File: src/hdl/ray_triangle_intersect_assert.svh
// ============================================================================
// ray triangle intersect assertion macros
// shared property shapes for the checks at the end of the top level
// ============================================================================
`ifndef RAY_TRIANGLE_INTERSECT_ASSERT_SVH
`define RAY_TRIANGLE_INTERSECT_ASSERT_SVH

// same-cycle implication, clocked on clk_i, off while in reset
`define RTI_ASSERT_IMPL(label, ante, cons) \
  label: assert property (@(posedge clk_i) disable iff (!rst_ni) (ante) |-> (cons)) \
    else $error("rti check failed");

// next-cycle implication, clocked on clk_i, off while in reset
`define RTI_ASSERT_NEXT(label, ante, cons) \
  label: assert property (@(posedge clk_i) disable iff (!rst_ni) (ante) |=> (cons)) \
    else $error("rti check failed");

`endif

File: src/hdl/rti_pkg.sv
// ============================================================================
// rti_pkg
// shared types and constants of the ray triangle intersect block
// ============================================================================
package rti_pkg;

  // threshold register width, fixed by its scaling
  localparam int unsigned THRESH_W = 41;
  localparam int unsigned CFG_IDX_W = 3;

  // configuration register indexes
  localparam logic [CFG_IDX_W-1:0] REG_ORIGIN_X = 3'd0;
  localparam logic [CFG_IDX_W-1:0] REG_ORIGIN_Y = 3'd1;
  localparam logic [CFG_IDX_W-1:0] REG_ORIGIN_Z = 3'd2;
  localparam logic [CFG_IDX_W-1:0] REG_DIR_X    = 3'd3;
  localparam logic [CFG_IDX_W-1:0] REG_DIR_Y    = 3'd4;
  localparam logic [CFG_IDX_W-1:0] REG_DIR_Z    = 3'd5;
  localparam logic [CFG_IDX_W-1:0] REG_DET_TH   = 3'd6;

  // threshold reset, about 1e-9 in units of 2^-48
  localparam logic [THRESH_W-1:0] DET_TH_RESET = 41'd281475;

  // miss reason codes
  typedef enum logic [1:0] {
    MISS_NONE = 2'd0,
    MISS_DET  = 2'd1,
    MISS_U    = 2'd2,
    MISS_V    = 2'd3
  } miss_e;

  // stage control: advance enable and valid of the incoming request
  typedef struct packed {
    logic en;
    logic vld;
  } rti_pipe_t;

endpackage

File: src/hdl/rti_edge.sv
// ============================================================================
// rti_edge
// first stage: triangle edges and vertex0-to-origin vector
// ============================================================================
module rti_edge #(
  parameter int unsigned W = 24
) (
  input  logic                 clk_i,
  input  logic                 rst_ni,
  input  rti_pkg::rti_pipe_t   ctrl_i,
  input  logic signed [W-1:0]  vtx_i [9],
  input  logic signed [W-1:0]  ori_i [3],
  output logic signed [W:0]    e1_o  [3],
  output logic signed [W:0]    e2_o  [3],
  output logic signed [W:0]    tv_o  [3],
  output logic                 vld_o
);
  import rti_pkg::*;

  logic signed [W:0] e1_d [3];
  logic signed [W:0] e2_d [3];
  logic signed [W:0] tv_d [3];
  logic signed [W:0] e1_q [3];
  logic signed [W:0] e2_q [3];
  logic signed [W:0] tv_q [3];
  logic              vld_q;

  // edge differences, one bit wider than a coordinate
  for (genvar k = 0; k < 3; k++) begin : g_axis
    assign e1_d[k] = (W+1)'(vtx_i[3+k]) - (W+1)'(vtx_i[k]);
    assign e2_d[k] = (W+1)'(vtx_i[6+k]) - (W+1)'(vtx_i[k]);
    assign tv_d[k] = (W+1)'(ori_i[k])   - (W+1)'(vtx_i[k]);
  end

  // payload registers
  always_ff @(posedge clk_i) begin
    if (ctrl_i.en) begin
      e1_q <= e1_d;
      e2_q <= e2_d;
      tv_q <= tv_d;
    end
  end

  // valid bit
  always_ff @(posedge clk_i or negedge rst_ni) begin
    if (!rst_ni) begin
      vld_q <= 1'b0;
    end else if (ctrl_i.en) begin
      vld_q <= ctrl_i.vld;
    end
  end

  assign e1_o  = e1_q;
  assign e2_o  = e2_q;
  assign tv_o  = tv_q;
  assign vld_o = vld_q;

endmodule

File: config.mk
export PLATFORM = sky130hd
export DESIGN_NAME = rti_edge
export DESIGN_NICKNAME = d
export VERILOG_FILES = /design/src/hdl/ray_triangle_intersect_assert.svh /design/src/hdl/rti_pkg.sv /design/src/hdl/rti_edge.sv
export SDC_FILE = /design/constraint.sdc
export NUM_CORES = 1
export LEC_CHECK = 0
export BUFFER_PORTS_ARGS = -buffer_cell sky130_fd_sc_hd__buf_2
export CORE_AREA = 2 2 202 204
export CTS_CLUSTER_DIAMETER = 30
export DETAILED_ROUTE_END_ITERATION = 10
export DIE_AREA = 0 0 204 206
export GPL_TIMING_DRIVEN = 0
export PLACE_DENSITY = 0.71
export SYNTH_ARGS = -nofsm -noshare
export SYNTH_HDL_FRONTEND = slang
export SYNTH_SLANG_ARGS = --single-unit
File: constraint.sdc
create_clock -name clk_i -period 0.8 [get_ports clk_i]
set_input_delay 0.08 -clock clk_i [delete_from_list [all_inputs] [get_ports clk_i]]
set_output_delay 0.08 -clock clk_i [all_outputs]
set_load 0.05 [all_outputs]
==> impl_metrics.py <==
metrics = {
    "run": {
        "maxCapViolCount": 0,
    },
    "final_layout": {
        "multiInputGateArea_um2": 13800,
        "instances_no_fill": 3215,
        "drive_gt1_share_pct": 51.18,
        "final_nets": 3121,
        "syn_to_final_growth_pct": 75.09,
        "final.fill_count": 2322,
        "stdcell_area_um2": 31120,
        "seq_area_um2": 6783,
        "fin_util_pct": 77.44,
    },
    "clock_tree": {
        "cts_sinks": 226,
        "hold_buffers": 15,
        "cts_inserted_buffers": 73,
        "clk_latency_ns": 0.57,
        "cts_tree": "built",
        "htree_num_levels": 3,
        "cts-root-buf": "clkbuf_16",
        "cts_buffer_depth": 3,
        "clk_pin_slew_ns": 0.04,
    },
    "die": {
        "die_h_um": 206,
        "ios": 518,
        "die_area_um2": 42020,
        "rows": 74,
        "die_w_um": 204,
        "start_util_pct": 44.23,
        "coreArea_um2": 40180,
    },
    "route": {
        "post_drt_wl_per_cell_um": 22.62,
        "ant_nets": 0,
        "drc": 0,
        "dr.pass1.iters": 5,
        "dr_total_vias": 18480,
        "drt_iter0_drc": 1116,
        "routed_via_density": 5.748,
        "drt_wl_total_um": 72730,
    },
    "sta": {
        "relSlewSlack_pct": 66.35,
        "clock_skew_ns": 0,
        "slew_viol_final": 0,
        "rsz0062_at_grt": "yes",
        "setup_ws_ns": -1.223,
        "finalCritPeriodShare_pct": 252.9,
        "finalHoldViolCount": 99,
        "min_period_ns": 2.023,
        "timing.fmax_mhz": 494.2,
        "whs_ns": -0.04866,
        "worstMarginPinSlew_ns": 0.5017,
        "setup-violations-final": 424,
    },
    "worst_setup_path": {
        "critical_path_class": "input pin to flop",
        "start_kind": "input pin",
        "worst-path-buf-inv": 2,
        "critPathMostFrequentCell": "a31o_1",
        "max_stage_delay_ns": 0.44,
        "cp.arrival_ns": 2.35,
        "cp_max_fo": 2,
        "crit_path_start": "vtx_i[0]",
        "critPathTopFamily": "compound AO/OA/AOI/OAI gates",
        "path_cells": "buf_8 > inv_8 > ha_4 > fa_2 > nor2b_4 > o21a_1 > o21ai_2 > a211o_1 > a2111o_1 > a31o_1 > a31o_1",
        "end_kind": "flop",
        "reg2reg_from": "vld_o$_DFFE_PN0P_",
        "cp_slowest_cell": "a2111o_1",
        "cp.required_ns": 1.13,
    },
    "place": {
        "gp_congestion": 0.9267,
        "dp_hpwl_um": 46080,
        "io_buffers": 517,
        "place_inst": 2857,
        "placed_cell_area_um2": 23010,
    },
    "global_route": {
        "grt_pass1_wl_um": 96680,
        "grt_max_degree": 116,
        "grt_pass1_vias": 18120,
        "grt.overflow.total": 0,
        "grt_usage_pct": 29.66,
        "antenna_found_initial": 22,
    },
    "yosys": {
        "synth_edf_count": 225,
        "avgSynthCellArea_um2": 9.835,
        "synth_common_cells": "edfxtp_1, ha_1, a21oi_1",
        "ys_types": 79,
        "synthTopCellsByArea": "edfxtp_1, ha_1, xnor2_1",
        "yosys.area.top_type": "edfxtp_1",
        "yosysTopAreaCellShare_pct": 38.02,
        "synthFlopType": "edfxtp_1",
        "async_flop_share_pct": 0.4425,
        "yosysSeqAreaShare_pct": 38.16,
        "synthCells": 1807,
        "ys_warn_count": 0,
        "synth_area_um2": 17770,
        "ys_seq_elements": 226,
        "synthesis.nets": 2324,
        "synth_most_common_cell": "edfxtp_1",
    },
    "status": {
        "violations": "hold timing, setup timing",
        "status": "complete, but fails checks",
    },
    "min_path": {
        "hold_path.startpoint": "vtx_i[24]",
        "hold_class": "input pin to flop",
    },
    "power": {
        "ir_drop_uv": 2849,
        "p_leak_nw": 13.24,
        "power_mw": 74.53,
        "p_per_area_nw_per_um2": 2395,
    },
}
[power by group]
group | internal [mW] | switching, mW | total, mW
combinational | 11.8 | 16.5 | 28.3
clock | 21.0 | 8.45 | 29.5
sequential | 15.7 | 1.05 | 16.7
total | 48.5 | 26.0 | 74.5
[registers in the layout, indices dropped and copies added (netlist names)]
register and flops:
tv_o 75, e2_o 75, e1_o 75, vld_o 1
[cell type report]
cell class,count,area share (%)
diodes,20,0.1608
flip-flops and latches,226,21.80
inverters,152,2.650
multi-input cells,1401,44.35
clock inverters,49,1.862
plain buffers,15,0.3177
clock buffers,85,6.152
well taps,532,2.139
repair buffers,735,20.58
[worst paths after layout]
| path | cells after the start | slack (ns) | to |
|---|---|---|---|
| setup / recovery | 11 | -1.22 | e2_o[24]$_DFFE_PP_ |
| hold / removal | 4 | -0.05 | e2_o[25]$_DFFE_PP_ |
| setup reg to reg | 1 | 0.02 | vld_o$_DFFE_PN0P_ |
| hold reg to reg | 1 | 0.53 | vld_o$_DFFE_PN0P_ |
| max in group asynchronous | 3 | 0.33 | vld_o$_DFFE_PN0P_ |
| min in group asynchronous | 3 | 0.35 | vld_o$_DFFE_PN0P_ |
[stage by stage]
stage	worst slack [ns]	hold slack (ns)	setup TNS [ns]
CTS	-1.232	-0.07889	-257.04
global placement	-3.806	-0.1459	-1069.90
detailed placement	-1.889	-0.1428	-408.16
global route	-1.223	-0.03829	-240.86
finish	-1.223	-0.04866	-228.52
floorplan	-1.446	-0.2156	-167.46
[cell families after synthesis]
family / count (synthesis) / share of synthesized area, %
AO/OA/AOI/OAI: 596 / 22.19
AND/OR/NAND/NOR: 413 / 11.36
flip-flops: 226 / 38.16
adder cells (fa/ha/maj): 225 / 16.22
buffers and inverters: 180 / 3.809
XOR/XNOR: 164 / 8.082
multiplexers: 3 / 0.1760
[layout by cell type, fill, tap and decap left out, types with 16 or more instances in the layout]
| master | instances |
|---|---|
| o21a_1 | 41 |
| xnor2_1 | 90 |
| clkbuf_16 | 77 |
| nand2_1 | 80 |
| nand4_1 | 17 |
| diode_2 | 20 |
| o21ai_0 | 45 |
| edfxtp_1 | 225 |
| ha_1 | 111 |
| inv_1 | 101 |
| buf_2 | 259 |
| clkbuf_1 | 18 |
| a21oi_1 | 93 |
| o21ai_1 | 16 |
| buf_4 | 113 |
| ha_4 | 95 |
| nor2b_1 | 26 |
| xor2_1 | 42 |
| nand3_1 | 44 |
| o21bai_1 | 20 |
| nand2b_1 | 23 |
| a21o_1 | 73 |
| a21oi_2 | 71 |
| nor2_2 | 17 |
| xnor2_2 | 29 |
| o21ai_2 | 37 |
| nor2_1 | 91 |
| buf_6 | 323 |
[repair_timing]
item / CTS / global route
setup buffers: 136 / 83
hold endpoints to repair: 77 / 146
resized for setup: 330 / 857
gates cloned: 0 / 2
setup endpoints to repair: 529 / 531
pin swaps: 186 / 197
[routing by layer]
| layer | vias up | part of all wire [%] | GRT usage, % |
|---|---|---|---|
| met5 | - | 0.061 | 0 |
| met4 | 8 | 6.2 | 16.15 |
| met3 | 265 | 7.8 | 7.569 |
| met2 | 920 | 50 | 52.92 |
| met1 | 8892 | 36 | 32.25 |
| li1 | 8395 | - | - |
Power figures use the tool's default switching activity.
